===== src/hw/rtl/bmprle_pkg.sv =====
// shared types and constants for the bmp rle8/rle4 palette decoder
// no dependencies
`timescale 1ns / 1ps

package bmprle_pkg;

	// palette geometry
	localparam int PAL_DEPTH = 256;
	localparam int PAL_AW    = $clog2(PAL_DEPTH);
	localparam int COLOR_W   = 15;

	// decoupling queue between front and back
	localparam int QUEUE_DEPTH = 4;
	localparam int QUEUE_AW    = $clog2(QUEUE_DEPTH);

	// record kinds
	localparam logic [1:0] KIND_RUN = 2'd0;
	localparam logic [1:0] KIND_EOL = 2'd1;
	localparam logic [1:0] KIND_EOB = 2'd2;
	localparam logic [1:0] KIND_ERR = 2'd3;

	// input actions
	localparam logic ACT_PALETTE = 1'b0;
	localparam logic ACT_STREAM  = 1'b1;

	typedef struct packed {
		logic       action;
		logic [7:0] data_byte;
		logic [7:0] palette_index;
		logic [7:0] palette_red;
		logic [7:0] palette_green;
		logic [7:0] palette_blue;
	} cmd_t;

	typedef struct packed {
		logic [1:0]         record_kind;
		logic [COLOR_W-1:0] first_color;
		logic [COLOR_W-1:0] second_color;
		logic [7:0]         run_length;
	} rec_t;

	// one unit of work for the back part: a palette write or a record lookup
	typedef struct packed {
		logic               is_read;
		logic [1:0]         kind;
		logic [7:0]         run_len;
		logic [PAL_AW-1:0]  idx0;
		logic [PAL_AW-1:0]  idx1;
		logic               ok0;
		logic               ok1;
		logic [COLOR_W-1:0] wdata;
	} op_t;

endpackage


===== src/hw/rtl/bmprle_queue.sv =====
// small register fifo of work ops between front and back
// depends on bmprle_pkg
`timescale 1ns / 1ps

module bmprle_queue (
	input  logic              clk,
	input  logic              arst_n,
	input  logic              push,
	input  bmprle_pkg::op_t   push_op,
	input  logic              pop,
	output logic              head_valid,
	output bmprle_pkg::op_t   head_op,
	output logic              full
);

	import bmprle_pkg::*;

	op_t                 slot_q [QUEUE_DEPTH];
	logic [QUEUE_AW-1:0] wr_ptr_q, rd_ptr_q;
	logic [QUEUE_AW:0]   count_q;

	assign head_valid = (count_q != '0);
	assign head_op    = slot_q[rd_ptr_q];
	assign full       = (count_q == (QUEUE_AW+1)'(QUEUE_DEPTH));

	always_ff @(posedge clk) begin
		if (push) begin
			slot_q[wr_ptr_q] <= push_op;
		end
	end

	always_ff @(posedge clk or negedge arst_n) begin
		if (!arst_n) begin
			wr_ptr_q <= '0;
			rd_ptr_q <= '0;
			count_q  <= '0;
		end else begin
			if (push) begin
				wr_ptr_q <= wr_ptr_q + 1'b1;
			end
			if (pop) begin
				rd_ptr_q <= rd_ptr_q + 1'b1;
			end
			case ({push, pop})
				2'b10:   count_q <= count_q + 1'b1;
				2'b01:   count_q <= count_q - 1'b1;
				default: count_q <= count_q;
			endcase
		end
	end

endmodule


===== config.mk =====
export PLATFORM = sky130hd
export DESIGN_NAME = bmprle_queue
export DESIGN_NICKNAME = d
export VERILOG_FILES = /design/src/hw/rtl/bmprle_pkg.sv /design/src/hw/rtl/bmprle_queue.sv
export SDC_FILE = /design/constraint.sdc
export NUM_CORES = 1
export LEC_CHECK = 0
export BUFFER_PORTS_ARGS = -buffer_cell sky130_fd_sc_hd__buf_2
export CAP_MARGIN = 20
export CELL_PAD_IN_SITES_DETAIL_PLACEMENT = 0
export CELL_PAD_IN_SITES_GLOBAL_PLACEMENT = 2
export CORE_ASPECT_RATIO = 1.75
export CORE_MARGIN = 4
export CORE_UTILIZATION = 34
export CTS_CLUSTER_SIZE = 25
export DETAILED_ROUTE_END_ITERATION = 7
export PLACE_DENSITY = 0.65
export SLEW_MARGIN = 20
export SYNTH_ARGS = -nofsm -noshare
export SYNTH_HDL_FRONTEND = slang
export SYNTH_SLANG_ARGS = --single-unit

===== constraint.sdc =====
create_clock -name clk -period 2.12 [get_ports clk]
set_input_delay 0.424 -clock clk [delete_from_list [all_inputs] [get_ports clk]]
set_output_delay 0.424 -clock clk [all_outputs]
set_load 0.05 [all_outputs]

* Word-level counts from Yosys, hierarchy flattened *
Memories as Yosys holds them, arrays and structs flattened.
Cells that the tools add are included.
W data, S select, Z words.

storage, ports and cells
  output and inout bits = 46
  input port bits = 48
  logic and storage cells = 16
  RAM bits = 176
  memories kept = 1
  register bits = 7

memories
  name    words  bits a word  read ports  clocked after Yosys merged registers in  write ports  line                text
  slot_q  4      44           1           0                                        1            bmprle_queue.sv:18  op_t slot_q [QUEUE_DEPTH];

cells by class
  multiplexer cells = 3
  reduce and logical (&&, ||, !) cells = 2
  add/subtract/negate cells = 4
  equality and inequality tests = 3

operators by type and width
  operator               number
  $pmux W3 S2            1
  $add A2 B1 Y2 const B  2
  $add A3 B1 Y3 const B  1
  $eq A3 B3 Y1 const B   1
  $reduce_bool A3 Y1     1
  $sub A3 B1 Y3 const B  1
  $eq A2 B1 Y1 const B   1
  $eq A2 B2 Y1 const B   1
  $mux W1                2
  $reduce_bool A2 Y1     1

* Logic depth before layout (Yosys ltp) *
  word-level depth = 2
  gate-level depth with buffers = 6
  gate-level depth less buffers = 6

* Worst setup path after synthesis *
Ideal clock, no wire load.

  path type = register to register
  from = register wr_ptr_q[0]
  to = memory slot_q[0][0] in the netlist's numbering, enable pin
  library setup time = 0.406 ns
  clock period less this slack = 2.084 ns
  buffers on the path = 0
  arrival = 1.678 ns
  cell stages (with the launch flop) = 4
  setup slack = 0.036 ns
  data required time = 1.714 ns
  cell sequence = dfrtp_1 > inv_1 > ha_1 > and2_1

RTL lines
  what                    line                text
  start, declared         bmprle_queue.sv:19  logic [QUEUE_AW-1:0] wr_ptr_q, rd_ptr_q;
  start signal, assigned  bmprle_queue.sv:39  wr_ptr_q <= wr_ptr_q + 1'b1;
  end, declared           bmprle_queue.sv:18

No word-level cell before the write port.

==> results.ini <==
[setup_path]
cp-end-kind=primary output
crit_chain=buf_12, buf_16, mux4_2, buf_8
critPathMaxFanout=6
critPathMaxStageDelay_ns=0.52
cp.arrival_ns=1.89
rr_startpoint=wr_ptr_q[0]
crit_family=multiplexers
start_kind=flip-flop
rr_endpoint=slot_q[0][15]
path_depth=4
endpoint=head_op[22]
criticalPathCategory=reg -> out
regToRegSetupSlack_ns=0.53
critPathLaunch=rd_ptr_q[0]
crit_slowest_cell=mux4_2
required_ns=1.70
r2r_cells=4
path_buf_inv=3

[power_and_ir_drop]
swShare=0.357
peakVddDrop_mv=0.825
p_per_area_nw_per_um2=1670
power_frac_seq=0.342
power_frac_comb=0.421
p_leak_nw=2.99
power_frac_clock=0.238
intPower_mw=9.31
p_switching_mw=5.17

[placed_design]
dp_hpwl_mm=7.97
place_area_um2=7660
gp_congestion=0.637
numPortBuffers=93

[logic_synthesis]
syn_nets=317
ys_types=19
synth-seq-cells=183
yosysWarnings=0
synth_seq_area_share=0.803
synth_area_per_cell_um2=25.9
syn_area_um2=6800
synth_cells=263

[global_route]
grt_pass1_vias=3436
grt_pass1_wl_mm=20.3
gr-total-overflow=0
antenna_found_initial=2
track_usage=0.126
grt_max_degree=46

[timing]
clock_skew_ns=0.00684
fin_crit_ns=2.31
final.setup.worst_slack_ns=-0.192
worstMarginPinSlew_ns=0.396
hold_viol=0
clock.fmax_mhz=433
setup_viol=44
fin_setup_tns_ns=-5.92
relSlewSlack=0.736
maxSlewViolCount=0
rsz0062_at_grt=yes
fin_crit_sh=1.09

[final_layout]
area_growth_pct=27.3
final_cell_area_um2=8660
diodes=0
most-common-layout-cells=edfxtp_1, buf_2, mux4_2
fill_cells=1728
mostFrequentLayoutCell=edfxtp_1
drive_above_1_share=0.482
final_nets=435

[clocking]
clkSinkCount=183
htree_num_levels=4
cts_buffer_depth=2
cts-buffers-inserted=17
worstSkewPairLatency_ns=0.42
cts_tree=built
clkTransAtPathRegs_ns=0.07
cts_root_buf=clkbuf_16

[floorplanning]
io_pins=94
die_x_um=115
die_area_um2=22400
fp.dieH_um=195
initial_core_util=0.345
coreArea_um2=19700
core.rowCount=68

[status]
violations=negative setup slack
status=finished, violations left

[routing]
viasPerCell=4.73
finalWirelength_mm=13.2
drtAntennaViolNets=0
routedWlPerCell_um=20.7
num_vias=3020
firstDrtPassIters=4
drc=0
first_iter_violations=113

[worst_hold_path]
min_path_type=in -> reg

[flow_run]
maxCapViolCount=0

==> final cells by class <==
| cell class | instances | area, um^2 | area share |
|---|---|---|---|
| multi-input combinational | 67 | 1200 | 0.138 |
| tap | 245 | 307 | 0.0354 |
| clock inverter | 14 | 220 | 0.0254 |
| clock buffer | 18 | 429 | 0.0495 |
| sequential | 183 | 5470 | 0.631 |
| inverter | 3 | 11.3 | 0.00130 |
| timing repair buffer | 109 | 1030 | 0.119 |
==> sequential cells by signal (all words and copies together), names as in the netlist <==
signal	count
count_q	3
rd_ptr_q	2
slot_q	176
wr_ptr_q	2
==> worst min-delay path by stage <==
| stage | startpoint | cells after the start | endpoint |
|---|---|---|---|
| finish | push_op[43] | 1 | slot_q[1][43] |
| global route | push_op[31] | 1 | slot_q[2][31] |
| global placement | arst_n | 1 | count_q[2] |
| floorplan | arst_n | 0 | count_q[0] |
| CTS | push_op[43] | 1 | slot_q[1][43] |
| detailed placement | arst_n | 1 | count_q[2] |
==> per-layer routing <==
metal	share of wire	vias up	GRT usage	wire, um
met3	0.043	13	0.0388	570
met2	0.59	69	0.230	7810
met5	0.0016	-	0	21
li1	-	1358	-	-
met4	0.014	4	0.0496	182
met1	0.35	1576	0.131	4650
==> through the flow <==
| step | utilization | worst slack [ns] | hold WS, ns | power [mW] | std cells |
|---|---|---|---|---|---|
| floorplan | - | 0.0359 | 0.128 | 8.97 | 263 |
| global placement | 0.388 | 0.179 | 0.276 | 10.1 | 601 |
| detailed placement | 0.388 | 0.175 | 0.279 | 10.2 | 601 |
| CTS | 0.440 | -0.229 | 0.184 | 14.8 | 640 |
| global route | 0.439 | -0.263 | 0.184 | 15.1 | 639 |
| finish | 0.439 | -0.192 | 0.205 | 14.5 | 639 |
==> synth_stat cells <==
master | n | area (um^2)
buf_12 | 4 | 80.1
ha_1 | 5 | 62.6
nor2_1 | 1 | 3.75
nor3b_1 | 1 | 7.51
dfrtp_1 | 7 | 175
fa_1 | 1 | 20.0
mux4_2 | 38 | 856
or3_1 | 1 | 6.26
nand2_1 | 2 | 7.51
mux4_1 | 6 | 158
xnor2_1 | 3 | 26.3
inv_1 | 3 | 11.3
buf_6 | 1 | 11.3
and2_1 | 4 | 25.0
xor2_1 | 3 | 26.3
edfxtp_1 | 176 | 5290
buf_2 | 5 | 25.0
o21ai_0 | 1 | 5.00
mux2_2 | 1 | 11.3
==> what timing repair did <==
| item | in CTS | in global routing |
|---|---|---|
| hold buffers | 1 | 0 |
| setup endpoints to repair | 44 | 44 |
| gates resized for setup | 94 | 1 |
| buffers inserted | 3 | 0 |
| hold endpoints to repair | 7 | 0 |
| gates cloned | 3 | 0 |
==> power by group through the flow <==
stage          clock network, mW  logic, mW  registers (mW)
5_1_grt                     3.69       6.42            5.01
6_report                    3.44       6.09            4.95
3_3_place_gp                   0       5.16            4.98
2_1_floorplan                  0       4.01            4.95
3_5_place_dp                   0       5.18            5.02
4_1_cts                     3.54       6.31            4.96
==> logic make-up (layout without fill, tap and decap cells) <==
group           after synthesis  in the layout  share of synthesized area
compound gates                1              1                   0.000735
simple gates                  9              9                    0.00736
buf+inv                      13            144                     0.0188
xor+xnor                      6              6                    0.00773
flops                       183            183                      0.803
mux                          45             45                      0.151
fa+ha+maj                     6              6                     0.0121
Power figures use the tool's default switching activity.
