## src/hw/rtl/bmprle_pkg.sv

```systemverilog
// shared types and constants for the bmp rle8/rle4 palette decoder
// no dependencies
`timescale 1ns / 1ps

package bmprle_pkg;

	// palette geometry
	localparam int PAL_DEPTH = 256;
	localparam int PAL_AW    = $clog2(PAL_DEPTH);
	localparam int COLOR_W   = 15;

	// decoupling queue between front and back
	localparam int QUEUE_DEPTH = 4;
	localparam int QUEUE_AW    = $clog2(QUEUE_DEPTH);

	// record kinds
	localparam logic [1:0] KIND_RUN = 2'd0;
	localparam logic [1:0] KIND_EOL = 2'd1;
	localparam logic [1:0] KIND_EOB = 2'd2;
	localparam logic [1:0] KIND_ERR = 2'd3;

	// input actions
	localparam logic ACT_PALETTE = 1'b0;
	localparam logic ACT_STREAM  = 1'b1;

	typedef struct packed {
		logic       action;
		logic [7:0] data_byte;
		logic [7:0] palette_index;
		logic [7:0] palette_red;
		logic [7:0] palette_green;
		logic [7:0] palette_blue;
	} cmd_t;

	typedef struct packed {
		logic [1:0]         record_kind;
		logic [COLOR_W-1:0] first_color;
		logic [COLOR_W-1:0] second_color;
		logic [7:0]         run_length;
	} rec_t;

	// one unit of work for the back part: a palette write or a record lookup
	typedef struct packed {
		logic               is_read;
		logic [1:0]         kind;
		logic [7:0]         run_len;
		logic [PAL_AW-1:0]  idx0;
		logic [PAL_AW-1:0]  idx1;
		logic               ok0;
		logic               ok1;
		logic [COLOR_W-1:0] wdata;
	} op_t;

endpackage

```

## src/hw/rtl/bmprle_front.sv

```systemverilog
// front part: accepts items, runs the rle phase machine, emits work ops
// depends on bmprle_pkg
`timescale 1ns / 1ps

module bmprle_front (
	input  logic               clk,
	input  logic               arst_n,
	input  logic               accept,
	input  bmprle_pkg::cmd_t   cmd,
	input  logic               nibble_mode,
	output logic               push,
	output bmprle_pkg::op_t    op
);

	import bmprle_pkg::*;

	localparam logic [2:0] PH_COUNT  = 3'd0;
	localparam logic [2:0] PH_VALUE  = 3'd1;
	localparam logic [2:0] PH_ESCAPE = 3'd2;
	localparam logic [2:0] PH_ABS    = 3'd3;
	localparam logic [2:0] PH_PAD    = 3'd4;

	logic [2:0] phase_q, phase_d;
	logic [7:0] pending_q, pending_d;
	logic [7:0] abs_left_q, abs_left_d;
	logic       pad_q, pad_d;
	logic       err_q, err_d;

	logic [7:0] b;
	logic [7:0] idx_hi, idx_lo;
	logic [7:0] step_n;
	logic [7:0] left_next;

	assign b      = cmd.data_byte;
	assign idx_hi = nibble_mode ? {4'd0, b[7:4]} : b;
	assign idx_lo = nibble_mode ? (b & 8'h0f) : b;

	// pixels consumed by one absolute data byte
	always_comb begin
		if (nibble_mode) begin
			step_n = (abs_left_q >= 8'd2) ? 8'd2 : abs_left_q;
		end else begin
			step_n = (abs_left_q >= 8'd1) ? 8'd1 : 8'd0;
		end
	end
	assign left_next = abs_left_q - step_n;

	always_comb begin
		phase_d    = phase_q;
		pending_d  = pending_q;
		abs_left_d = abs_left_q;
		pad_d      = pad_q;
		err_d      = err_q;
		push       = 1'b0;
		op         = '0;

		if (accept && cmd.action == ACT_PALETTE) begin
			push     = 1'b1;
			op.is_read = 1'b0;
			op.idx0  = cmd.palette_index[PAL_AW-1:0];
			op.ok0   = (int'(cmd.palette_index) < PAL_DEPTH);
			op.wdata = {cmd.palette_red[7:3], cmd.palette_green[7:3], cmd.palette_blue[7:3]};
		end else if (accept && !err_q) begin
			op.is_read = 1'b1;
			op.idx0    = idx_hi[PAL_AW-1:0];
			op.idx1    = idx_lo[PAL_AW-1:0];
			op.ok0     = (int'(idx_hi) < PAL_DEPTH);
			op.ok1     = (int'(idx_lo) < PAL_DEPTH);
			case (phase_q)
				PH_VALUE: begin
					push       = 1'b1;
					op.kind    = KIND_RUN;
					op.run_len = pending_q;
					phase_d    = PH_COUNT;
				end
				PH_ESCAPE: begin
					phase_d = PH_COUNT;
					case (b)
						8'd0: begin
							push    = 1'b1;
							op.kind = KIND_EOL;
						end
						8'd1: begin
							push    = 1'b1;
							op.kind = KIND_EOB;
						end
						8'd2: begin
							// delta is not supported: flag it and go quiet
							push    = 1'b1;
							op.kind = KIND_ERR;
							err_d   = 1'b1;
						end
						default: begin
							abs_left_d = b;
							pad_d      = 1'b0;
							phase_d    = PH_ABS;
						end
					endcase
				end
				PH_ABS: begin
					push       = 1'b1;
					op.kind    = KIND_RUN;
					op.run_len = step_n;
					abs_left_d = left_next;
					pad_d      = ~pad_q;
					if (left_next == 8'd0) begin
						phase_d = (~pad_q) ? PH_PAD : PH_COUNT;
					end
				end
				PH_PAD: begin
					pad_d   = 1'b0;
					phase_d = PH_COUNT;
				end
				default: begin
					if (b == 8'd0) begin
						phase_d = PH_ESCAPE;
					end else begin
						pending_d = b;
						phase_d   = PH_VALUE;
					end
				end
			endcase
		end
	end

	always_ff @(posedge clk or negedge arst_n) begin
		if (!arst_n) begin
			phase_q    <= PH_COUNT;
			pending_q  <= '0;
			abs_left_q <= '0;
			pad_q      <= 1'b0;
			err_q      <= 1'b0;
		end else begin
			phase_q    <= phase_d;
			pending_q  <= pending_d;
			abs_left_q <= abs_left_d;
			pad_q      <= pad_d;
			err_q      <= err_d;
		end
	end

endmodule

```

## config.mk

```make
export PLATFORM = sky130hd
export DESIGN_NAME = bmprle_front
export DESIGN_NICKNAME = d
export VERILOG_FILES = /design/src/hw/rtl/bmprle_pkg.sv /design/src/hw/rtl/bmprle_front.sv
export SDC_FILE = /design/constraint.sdc
export NUM_CORES = 1
export LEC_CHECK = 0
export BUFFER_PORTS_ARGS = -buffer_cell sky130_fd_sc_hd__buf_2
export CORE_MARGIN = 1
export CORE_UTILIZATION = 42
export DETAILED_ROUTE_END_ITERATION = 6
export PLACE_DENSITY = 0.83
export SYNTH_ARGS = -nofsm -noshare
export SYNTH_HDL_FRONTEND = slang
export SYNTH_SLANG_ARGS = --single-unit
```

## constraint.sdc

```tcl
create_clock -name clk -period 3.05 [get_ports clk]
set_input_delay 0.4575 -clock clk [delete_from_list [all_inputs] [get_ports clk]]
set_output_delay 0.4575 -clock clk [all_outputs]
set_load 0.05 [all_outputs]
```

# After elaboration in Yosys (flattened, before gate mapping)
# Cells that the tools add are included.
# classes
n_mux	29
n_eq_ne	8
bitwise	5
addsub	1
n_reduce_logical	16
order_cmp	2
# op_table
op	n
$mux 8	7
$pmux 8 s2	2
$mux 29	1
$logic_not 8->1	2
$reduce_and 4->1	4
$mux 15	1
$mux 10	1
$pmux 3 s3	1
$eq 8x1->1 const B	1
$eq 8x2->1 const B	1
$ge 8x1->1 const B	1
$ge 8x2->1 const B	1
$mux 1	8
$sub 8x8->8	1
$eq 3x2->1 const B	2
$mux 2	3
$mux 3	2
$pmux 2 s3	1
$not 1->1	5
$ne 2x2->1 const B	2
$reduce_or 2->1	2
$reduce_or 4->1	1
$eq 3x1->1 const B	1
$eq 3x3->1 const B	1
other kinds (8)	9
# word_totals
word_cells	66
reg_bits	21
input_bits	45
output_inout_bits	45

# Longest topological paths before layout
# Gate-level depths: netlist of run 1.
# logic_depth
ltp_word	7
depth_mapped	12
mapped_depth_nobuf	12

# Worst setup path before layout of run 1
# No wires, ideal clock.
# synth_path
path_type	flip-flop to flip-flop
startpoint	register abs_left_q[5]
endpoint	register phase_q[1]
path_slack_ns	-0.270
synth_period_minus_slack_ns	3.320
n_path_buf	0
t_required_ns	2.924
arrival_time_ns	3.194
stages_incl_launch_ff	13
setup_time_ns	0.126
cell_sequence	dfrtp_1 > nor4_1 > a21boi_0 > a31oi_1 > ha_1 > inv_1 > fa_1 > a211oi_1 > nor2_1 > xnor2_1 > nand4_1 > or4b_4 > a221o_1
# synth_between
elab_chain_len	7
elab_cells_between_ends	9
cone_classes	1 x add/sub; 2 x order compare; 1 x eq/ne; 3 x mux; 2 x reduce/logical
# synth_rtl
item	line	rtl
from (decl)	bmprle_front.sv:25	logic [7:0] abs_left_q, abs_left_d;
from (signal assigned)	bmprle_front.sv:136	abs_left_q <= abs_left_d;
$ge 8x1->1 or $ge 8x2->1 (tied branches)	bmprle_front.sv:43, bmprle_front.sv:41	
$mux 1 or $mux 8 (tied branches)	bmprle_front.sv:43, bmprle_front.sv:41	
$mux 8	bmprle_front.sv:40	if (nibble_mode) begin
$sub 8x8->8 (*)	bmprle_front.sv:46	assign left_next = abs_left_q - step_n;
$logic_not 8->1 (*)	bmprle_front.sv:106	if (left_next == 8'd0) begin
$ne 2x2->1 (no line) (*)	n/a	
$reduce_and 3->1 (no line) (*)	n/a	
to (signal assigned)	bmprle_front.sv:134	phase_q <= phase_d;
to (decl)	bmprle_front.sv:23	logic [2:0] phase_q, phase_d;
# Mark *: on every way between the ends. The rest lies on a longest branch, timed or not.
# A chain may end at the register's enable or synchronous reset.

==> results of run 1 <==
## cell type report
| class | instances | area share (%) |
|---|---|---|
| Tap cell | 50 | 2.40 |
| Sequential cell | 21 | 20.2 |
| Clock inverter | 1 | 0.192 |
| Timing Repair Buffer | 111 | 24.7 |
| Clock buffer | 3 | 1.59 |
| Multi-Input combinational cell | 183 | 50.4 |
| Inverter | 4 | 0.577 |
## state kept, by name, summed over array words and instances, names as in the netlist
name and cells:
abs_left_q 8, pending_q 8, phase_q 3, err_q 1, pad_q 1
## per-layer routing
layer / vias up / global-route usage, % / wire length (um)
met3: 18 / 3.21 / 315
met4: 0 / 7.71 / 141
met5: - / 0 / 0
met1: 941 / 32.8 / 2300
met2: 83 / 43.4 / 2760
li1: 966 / - / -
## critical path, stage by stage, from the launching register on
cell     delay [ps]
dfrtp_1         410
nor4_4          310
buf_4           170
a31oi_4          90
buf_4           160
buf_6           100
buf_4           120
buf_4           120
buf_4           120
buf_4           120
buf_4           120
buf_4           120
buf_4           120
buf_4           120
mux2i_1         170
nor2_1          110
buf_6           160
## metrics by stage
stage / util, % / TNS, ps / instance area, um2 / power (mW)
2_1_floorplan: - / -317 / 1850 / 1.12
3_3_place_gp: 58.6 / -524 / 2380 / 1.42
3_5_place_dp: 58.6 / -834 / 2380 / 1.45
4_1_cts: 62.8 / -914 / 2550 / 1.74
5_1_grt: 64.2 / -1700 / 2600 / 1.99
6_report: 64.2 / -894 / 2600 / 1.83
## cells in the mapped netlist, types with 2 or more instances
cell type,n
a211oi_1,5
a21boi_0,3
a21o_1,6
a21oi_1,11
a221o_1,2
a22o_1,2
a31oi_1,2
and2_1,30
clkbuf_1,12
dfrtp_1,21
ha_1,8
inv_1,3
mux2_2,7
mux2i_1,8
nand2_1,20
nand3_1,2
nand3b_1,2
nor2_1,18
nor2b_1,4
nor3_1,2
nor4_1,4
o21a_1,2
o21ai_0,12
o22ai_1,3
or2_2,2
xnor2_1,5
xor2_1,2
## logic make-up (layout without fill, tap and decap cells)
family | after synthesis | count (layout) | share of synthesized area [%]
mux | 15 | 15 | 8.81
flops | 21 | 21 | 29.1
buf+inv | 18 | 119 | 3.95
simple gates | 91 | 91 | 27.4
fa+ha+maj | 9 | 9 | 6.66
xor+xnor | 7 | 7 | 3.40
compound gates | 55 | 55 | 20.5
other cells | 1 | 6 | 0.208
## where the power goes
part | internal, mW | switching, mW
clock | 0.0910 | 0.0901
sequential | 0.383 | 0.0876
combinational | 0.594 | 0.588
total | 1.07 | 0.766
## how the worst min path moves through the flow
stage | cells after the start | to
floorplan | 0 | abs_left_q[0]
global placement | 1 | err_q
detailed placement | 1 | err_q
CTS | 1 | pending_q[1]
global route | 1 | pending_q[0]
finish | 1 | pending_q[1]
## what timing repair did
| item | CTS | global route |
|---|---|---|
| setup buffers | 13 | 3 |
| pin swaps | 3 | 6 |
| gates resized for setup | 5 | 6 |
| setup endpoints to repair | 3 | 5 |
==> summary.md, run 1 <==
| Metric | Value |
|---|---|
| Seq/Total Area, Yosys | 29.1% |
| Clock skew | 5.34 ps |
| Worst min path class | input pin to asynchronous set/reset pin |
| First-pass GRT wire length | 8650 um |
| Crit path launch type | flip-flop |
| Area grow syn2layout | 44.3% |
| Worst-Margin Slew | 511 ps |
| Routed Antenna Nets | 0 |
| Critical-path maximum fanout | 2 |
| Vias in the first global route | 1866 |
| CTS max path bufs | 2 |
| Yosys top cell by area | dfrtp_1 |
| # hold bufs at CTS | 0 |
| All-Layer GR Usage | 25.4% |
| Final net count | 378 |
| Ant. Diodes | 0 |
| Avg Cell Area, Syn | 8.31 um2 |
| Clk_lat worst skew | 260 ps |
| Number of synthesized register bits | 21 |
| Largest net degree at the start of global routing | 25 |
| Crit end category | output pin |
| Flop-to-flop setup slack | -200 ps |
| Worst setup path start | abs_left_q[1] |
| Initial Utilization | 44.5% |
| Worst Path Arrival | 2910 ps |
| Synth cell types | 46 |
| Via-per-instance ratio | 5.38 |
| Root Driver | clkbuf_8 |
| Reg2Reg Launch Point | abs_left_q[1] |
| Die width | 67.5 um |
| CTS tree | done |
| Post-synthesis cell count | 217 |
| Layout Cells excl Fill | 373 |
| Vias after detailed routing | 2008 |
| Max Slew Vio Count | 0 |
| IO buf count | 80 |
| Detailed-route wire length | 5520 um |
| FILL cells | 329 |
| EDFF count, synth | 0 |
| Max cap viols | 0 |
| Crit path to | op[33] |
| Die height | 67.5 um |
| Final Worst Setup Slack | -319 ps |
| Cell Pwr Density | 704 mW/mm2 |
| Synth warnings | 0 |
| Dominant synthesized flop cell | dfrtp_1 |
| Final setup violation count | 4 |
| Minimum clock period | 3370 ps |
| Leak | 1.40 nW |
| DRC | 0 |
| Total gr overflow | 0 |
| Worst ir drop on vdd | 0.467 mV |
| Most frequent cells in the layout | 79 x buf_2, 30 x and2_1, 30 x buf_4, 21 x dfrtp_1, 20 x nand2_1 |
| Ports | 90 |
| DIE AREA | 0.00456 mm2 |
| Max_slew headroom | 65.9% |
| # rows | 23 |
| Flip-flop and latch area | 526 um2 |
| Sinks on Clock Net | 21 |
| CTS buffer count | 3 |
| H-tree levels | 1 |
| R2R depth | 12 |
| Reg2reg end | phase_q[0] |
| Worst Hold Slack | 158 ps |
| F_max | 297 MHz |
| Yosys top cell area share | 29.1% |
| Placer Congestion | 0.850 |
| WL per Instance | 14.8 um |
| HPWL Detailed | 4040 um |
| Most common cell after layout, fill and taps aside | buf_2 |
| Failing checks | setup timing |
| First-pass iteration count of the detailed router | 4 |
| Fraction of registers with async set/reset | 100% |
| Largest cells by area after synthesis | dfrtp_1 29%, and2_1 10%, ha_1 5.5%, mux2i_1 4.4%, mux2_2 4.4% |
| First DRT Iteration DRCs | 142 |
| Core footprint | 0.00406 mm2 |
| CP required | 2590 ps |
| Initial antenna violation count | 0 |
| Layout cells sized above 1 | 43.0% |
| Worst setup path category | flip-flop to output pin |
| Unrepaired setup endpoints after global routing | yes |
| Multi-input gate area | 0.00131 mm2 |
| DP Worst Slack | -329 ps |
| Outcome | finished with violations |
| Fin. Hold Viols | 0 |
| Post-synthesis instance area | 0.00180 mm2 |
| Clk slew on worst S/H paths | 80 ps |
| Placed cells | 354 |
| Crit share post-route | 110% |
No activity file was read; power rests on OpenSTA's default activity.
==> run 2: changes to the inputs <==
- REMOVE_ABC_BUFFERS: not set -> 1
==> run 2 against run 1 <==
  * The run still ends with setup timing left
  * Total power is 5.5% higher
  * Final area decreased by 1.3%
  * Setup slack got worse by 200 ps
  * Final cell count shrank 0.80%
  * Global-route usage increased by 0.19 points
  * Sequential share of layout area rose by 0.28 points
  * Utilization down 0.86 points
  * Die area stayed put
  * Largest power group unchanged
==> summary.md, run 2 (synthesized netlist as in run 1, its figures left out) <==
| Metric | Value |
|---|---|
| Worst setup path category | flip-flop to flip-flop (was flip-flop to output pin) |
| Unrepaired setup endpoints after global routing | yes (unchanged) |
| Setup TNS | -1540 ps (was -894 ps) |
| Vias after detailed routing | 1985 (was 2008) |
| Ports | 90 (unchanged) |
| Worst setup path start | abs_left_q[5] (was abs_left_q[1]) |
| HPWL Detailed | 3930 um (was 4040 um) |
| Outcome | finished with violations (unchanged) |
| Max Slew Vio Count | 0 (unchanged) |
| DRC | 0 (unchanged) |
| Initial Utilization | 44.5% (unchanged) |
| Most frequent cells in the layout | 79 x buf_2, 30 x and2_1, 28 x buf_4, 21 x dfrtp_1, 20 x nand2_1 (was 79 x buf_2, 30 x and2_1, 30 x buf_4, 21 x dfrtp_1, 20 x nand2_1) |
| Failing checks | setup timing (unchanged) |
| # hold bufs at CTS | 0 (unchanged) |
| Core footprint | 0.00406 mm2 (unchanged) |
| Max cap viols | 0 (unchanged) |
| Vias in the first global route | 1872 (was 1866) |
| Crit end category | flip-flop (was output pin) |
| Tot Pwr | 1.94 mW (was 1.83 mW) |
| R2R depth | 12 (unchanged) |
| First DRT Iteration DRCs | 104 (was 142) |
| Most common cell after layout, fill and taps aside | buf_2 (unchanged) |
| Worst min path class | input pin to asynchronous set/reset pin (unchanged) |
| Initial antenna violation count | 0 (unchanged) |
| DIE AREA | 0.00456 mm2 (unchanged) |
| Routed Antenna Nets | 0 (unchanged) |
| Largest net degree at the start of global routing | 25 (unchanged) |
| Cell Pwr Density | 753 mW/mm2 (was 704 mW/mm2) |
| Worst ir drop on vdd | 0.243 mV (was 0.467 mV) |
| Die width | 67.5 um (unchanged) |
| Final setup violation count | 4 (unchanged) |
| Worst path slowest cell | or4b_4 (was dfrtp_1) |
| Layout cells sized above 1 | 43.1% (was 43.0%) |
| Crit path launch type | flip-flop (unchanged) |
| Reg2reg end | phase_q[1] (was phase_q[0]) |
| Clock skew | 6.46 ps (was 5.34 ps) |
| IO buf count | 80 (unchanged) |
| Detailed-route wire length | 5770 um (was 5520 um) |
| Critical-path maximum fanout | 3 (was 2) |
| Fin. Hold Viols | 0 (unchanged) |
| Top flop regs | abs_left_q (8), pending_q (8), phase_q (3) (unchanged) |
| # rows | 23 (unchanged) |
| CP required | 3210 ps (was 2590 ps) |
| Die height | 67.5 um (unchanged) |
| F_max | 280 MHz (was 297 MHz) |
| Fin area | 0.00257 mm2 (was 0.00260 mm2) |
| Total gr overflow | 0 (unchanged) |
| Clk_lat worst skew | 280 ps (was 260 ps) |
| Via-per-instance ratio | 5.36 (was 5.38) |
| Placed cells | 355 (was 354) |
| Reg2Reg Launch Point | abs_left_q[5] (was abs_left_q[1]) |
| Placed cell area | 0.00236 mm2 (was 0.00238 mm2) |
| Area grow syn2layout | 42.4% (was 44.3%) |
| CTS buffer count | 3 (unchanged) |
| H-tree levels | 1 (unchanged) |
| Cells along the critical path | nor4_4, a21boi_2, a31oi_2, ha_2, inv_2, fa_2, a211oi_2, nor2_1, xnor2_1, nand4_1, or4b_4, a221o_1 (was nor4_4, buf_4, a31oi_4, buf_4, buf_6, buf_4, buf_4, buf_4, buf_4, buf_4, buf_4, buf_4, buf_4, mux2i_1, nor2_1, buf_6) |
| CTS tree | done (unchanged) |
| First-pass GRT wire length | 8540 um (was 8650 um) |
| Crit path to | phase_q[1] (was op[33]) |
| Leak | 1.40 nW (about the same) |
| Worst Path Arrival | 3730 ps (was 2910 ps) |
| Flop-to-flop setup slack | -520 ps (was -200 ps) |
| Root Driver | clkbuf_8 (unchanged) |
| Sinks on Clock Net | 21 (unchanged) |
| Layout Cells excl Fill | 370 (was 373) |
| DP Worst Slack | -583 ps (was -329 ps) |
| Final Worst Setup Slack | -517 ps (was -319 ps) |
| WL per Instance | 15.6 um (was 14.8 um) |
| Placer Congestion | 0.892 (was 0.850) |
| First-pass iteration count of the detailed router | 4 (unchanged) |
| CTS max path bufs | 2 (unchanged) |
| FILL cells | 327 (was 329) |
| Final net count | 375 (was 378) |
| All-Layer GR Usage | 25.5% (was 25.4%) |
| Clk slew on worst S/H paths | 80 ps (about the same) |
| Minimum clock period | 3570 ps (was 3370 ps) |
| Critical path's largest stage delay | 580 ps (was 410 ps) |
| Crit share post-route | 117% (was 110%) |
| Ant. Diodes | 0 (unchanged) |
## run 2: through the flow
stage,utilization [%],hold WS (ps)
floorplan,-,162
global placement,58.1,438
detailed placement,58.1,444
CTS,62.2,153
global route,63.3,168
finish,63.3,127
## run 2: repair_timing
item | 4_1_cts | 5_1_grt
endpoints found under the setup margin | 4 | 6
pin swaps | 14 | 16
gates resized for setup | 9 | 10
cloned | 0 | 0
endpoints found under the hold margin | 0 | 0
setup buffers | 12 | 2
## run 2: worst min-delay path by stage
stage	end	startpoint	depth (start not counted)	slack, ps
after floorplan	abs_left_q[0]	arst_n	0	160
final	pending_q[3]	arst_n	1	130
after global placement	pending_q[3]	arst_n	1	440
after detailed placement	pending_q[5]	arst_n	1	440
after global routing	pending_q[3]	arst_n	1	170
after CTS	pending_q[2]	arst_n	1	150
## run 2: layout make-up
type	instances	area (um2)	share of cell area [%]
Clock buffer	3	41.3	1.61
Clock inverter	1	5.00	0.195
Inverter	4	15.0	0.585
Multi-Input combinational cell	183	1300	50.7
Sequential cell	21	526	20.5
Tap cell	50	62.6	2.44
Timing Repair Buffer	108	617	24.0
## run 2: per-layer routing
metal | up-vias | global-route usage, % | wire length, um
met5 | - | 0 | 0
met4 | 0 | 16.5 | 196
met3 | 17 | 3.89 | 223
met2 | 70 | 41.2 | 2880
met1 | 935 | 31.4 | 2470
li1 | 963 | - | -
## run 2: power by group
group	internal, mW	total, mW	switching, mW
registers	0.382	0.463	0.0809
clock network	0.0917	0.194	0.102
logic	0.613	1.28	0.666
total	1.09	1.94	0.849
## run 2: critical path: cells and delay by family (launching register included)
family          cells  cell delay (ps)
simple gates        4             1180
buf+inv             1               40
flops               1              420
fa+ha+maj           2              580
compound gates      4              970
xor+xnor            1              250
==> run 3: changes to the inputs <==
- CAP_MARGIN: not set -> 15
- CORE_UTILIZATION: 42 -> 35
- MAX_ROUTING_LAYER: not set -> met4
- PLACE_DENSITY: 0.83 -> 0.72
==> run 3 against run 2 <==
  * Largest cell class unchanged
  * Non-clock buffer count increased by 4
  * Fmax is 8.1% higher
  * Final area increased by 2.9%
  * Critical endpoint is now phase_q[0]
  * Largest power group unchanged
  * The flow still finishes with violations (setup timing)
==> summary.md, run 3 (synthesized netlist as in run 1, its figures left out) <==
| Metric | Value |
|---|---|
| Die height | 73.8 um (was 67.5 um) |
| Vias in the first global route | 1899 (was 1872) |
| Cells along the critical path | nor4_4, a21boi_2, a31oi_4, ha_4, inv_2, fa_2, a211oi_2, nor2_1, xnor2_1, nand4_1, or4b_4, a221o_1 (was nor4_4, a21boi_2, a31oi_2, ha_2, inv_2, fa_2, a211oi_2, nor2_1, xnor2_1, nand4_1, or4b_4, a221o_1) |
| Worst Path Arrival | 3450 ps (was 3730 ps) |
| WL per Instance | 14.2 um (was 15.6 um) |
| Fin. Hold Viols | 0 (unchanged) |
| # rows | 25 (was 23) |
| Placer Congestion | 0.875 (was 0.892) |
| Most common cell after layout, fill and taps aside | buf_2 (unchanged) |
| Unrepaired setup endpoints after global routing | yes (unchanged) |
| CTS max path bufs | 2 (unchanged) |
| Tot Pwr | 1.91 mW (was 1.94 mW) |
| Clock Power Share | 10.1% (was 10.0%) |
| Minimum clock period | 3300 ps (was 3570 ps) |
| Reg2reg end | phase_q[0] (was phase_q[1]) |
| First DRT Iteration DRCs | 75 (was 104) |
| Layout cells sized above 1 | 42.9% (was 43.1%) |
| Worst setup path start | abs_left_q[5] (unchanged) |
| DRC | 0 (unchanged) |
| Crit share post-route | 108% (was 117%) |
| Worst min path class | input pin to asynchronous set/reset pin (unchanged) |
| Outcome | finished with violations (unchanged) |
| CTS tree | done (unchanged) |
| WL met3 | 340 um (was 223 um) |
| Root Driver | clkbuf_8 (unchanged) |
| Ant. Diodes | 0 (unchanged) |
| # hold bufs at CTS | 0 (unchanged) |
| Cell Pwr Density | 721 mW/mm2 (was 753 mW/mm2) |
| Initial Utilization | 37.2% (was 44.5%) |
| Sw Share | 42.3% (was 43.8%) |
| Largest net degree at the start of global routing | 24 (was 25) |
| All-Layer GR Usage | 21.1% (was 25.5%) |
| FILL cells | 433 (was 327) |
| DIE AREA | 0.00545 mm2 (was 0.00456 mm2) |
| Wl on met1 | 2340 um (was 2470 um) |
| Clk slew on worst S/H paths | 90 ps (was 80 ps) |
| Final net count | 379 (was 375) |
| H-tree levels | 1 (unchanged) |
| Routed Antenna Nets | 0 (unchanged) |
| P_int | 1.10 mW (was 1.09 mW) |
| Clock skew | 8.80 ps (was 6.46 ps) |
| Area grow syn2layout | 46.5% (was 42.4%) |
| Initial antenna violation count | 0 (unchanged) |
| CTS buffer count | 3 (unchanged) |
| Sequential power share | 24.0% (was 23.9%) |
| Buffers & Inverters on Critical Path | 1 (unchanged) |
| Total gr overflow | 0 (unchanged) |
| Max Slew Vio Count | 0 (unchanged) |
| CP required | 3210 ps (about the same) |
| Critical path's largest stage delay | 580 ps (about the same) |
| Crit path launch type | flip-flop (unchanged) |
| Fin area | 0.00264 mm2 (was 0.00257 mm2) |
| Crit end category | flip-flop (unchanged) |
| Worst setup path category | flip-flop to flip-flop (unchanged) |
| Placed cell area | 0.00239 mm2 (was 0.00236 mm2) |
| DR top layer | met4 (unchanged) |
| Ports | 90 (unchanged) |
| R2R depth | 12 (unchanged) |
| Flop-to-flop setup slack | -250 ps (was -520 ps) |
| Most frequent cells in the layout | 79 x buf_2, 30 x and2_1, 24 x buf_4, 21 x dfrtp_1, 20 x nand2_1 (was 79 x buf_2, 30 x and2_1, 28 x buf_4, 21 x dfrtp_1, 20 x nand2_1) |
| HPWL Detailed | 3840 um (was 3930 um) |
| First-pass GRT wire length | 8580 um (was 8540 um) |
| Failing checks | setup timing (unchanged) |
| Reg2Reg Launch Point | abs_left_q[5] (unchanged) |
| P_sw | 0.806 mW (was 0.849 mW) |
| Final core utilization | 54.5% (was 63.3%) |
| F_max | 303 MHz (was 280 MHz) |
| IO buf count | 80 (unchanged) |
| Critical-path maximum fanout | 3 (unchanged) |
| Final setup violation count | 4 (unchanged) |
| Max cap viols | 0 (unchanged) |
| Leak | 1.42 nW (was 1.40 nW) |
| Crit path to | phase_q[0] (was phase_q[1]) |
| DP Worst Slack | -507 ps (was -583 ps) |
| Top flop regs | abs_left_q (8), pending_q (8), phase_q (3) (unchanged) |
| Clk_lat worst skew | 270 ps (was 280 ps) |
| Worst path slowest cell | or4b_4 (unchanged) |
| Setup TNS | -902 ps (was -1540 ps) |
| Met2 wire length | 2750 um (was 2880 um) |
| Levels on crit path | 12 (unchanged) |
| Vias after detailed routing | 1999 (was 1985) |
| Sinks on Clock Net | 21 (unchanged) |
| Core footprint | 0.00485 mm2 (was 0.00406 mm2) |
| Via-per-instance ratio | 5.11 (was 5.36) |
| First-pass iteration count of the detailed router | 4 (unchanged) |
| Detailed-route wire length | 5560 um (was 5770 um) |
| Die width | 73.8 um (was 67.5 um) |
| Final Worst Setup Slack | -249 ps (was -517 ps) |
| Worst ir drop on vdd | 0.299 mV (was 0.243 mV) |
| Combinational Power Share | 65.8% (was 66.0%) |
| Worst path top cell family by delay | simple AND/OR/NAND/NOR gates (unchanged) |
[run 3: changes by cell type in the layout (fill, tap and decap cells not counted), sizes merged]
cell	change
buf	+4
[run 3: per-layer routing]
layer | GRT usage, % | vias to the layer above
li1 | - | 970
met1 | 25.3 | 942
met2 | 36.8 | 74
met3 | 3.29 | 13
met4 | 5.13 | 0
met5 | - | -
[run 3: worst register-to-register path, delay by kind of cell, from the launching register on]
kind | cells | cell delay (ps)
AOI/OAI and AO/OA | 4 | 930
xor gates and xnor gates | 1 | 180
adders and majority gates | 2 | 530
buffers and inverters | 1 | 30
DFF | 1 | 410
and+or+nand+nor | 4 | 1120
[run 3: layout make-up]
type	instances	area (um2)	area share [%]
Inverter	4	15.0	0.568
Sequential cell	21	526	19.9
Clock buffer	3	41.3	1.56
Clock inverter	1	5.00	0.189
Tap cell	67	83.8	3.17
Timing Repair Buffer	112	677	25.6
Multi-Input combinational cell	183	1300	49.0
[run 3: stage by stage]
stage,std cells,hold slack (ps)
finish,391,123
global placement,374,435
global route,391,169
CTS,391,148
detailed placement,374,440
floorplan,208,162
[run 3: power groups by stage]
| stage | combinational, mW | sequential [mW] | clock (mW) |
|---|---|---|---|
| finish | 1.26 | 0.458 | 0.193 |
| global route | 1.36 | 0.470 | 0.208 |
| CTS | 1.16 | 0.448 | 0.192 |
| detailed placement | 1.05 | 0.445 | 0 |
| global placement | 1.04 | 0.438 | 0 |
| floorplan | 0.645 | 0.446 | 0 |
[run 3: how the worst min path moves through the flow]
stage	from	to	cells after the start
3_3_place_gp	arst_n	pending_q[3]	1
5_1_grt	arst_n	pending_q[3]	1
4_1_cts	arst_n	pending_q[3]	1
2_1_floorplan	arst_n	abs_left_q[0]	0
3_5_place_dp	arst_n	pending_q[3]	1
6_report	arst_n	pending_q[3]	1
[run 3: timing repair]
| action | CTS | global route |
|---|---|---|
| buffers inserted | 13 | 10 |
| gates resized for setup | 10 | 14 |
| setup endpoints to repair | 3 | 6 |
| pin swaps | 13 | 10 |
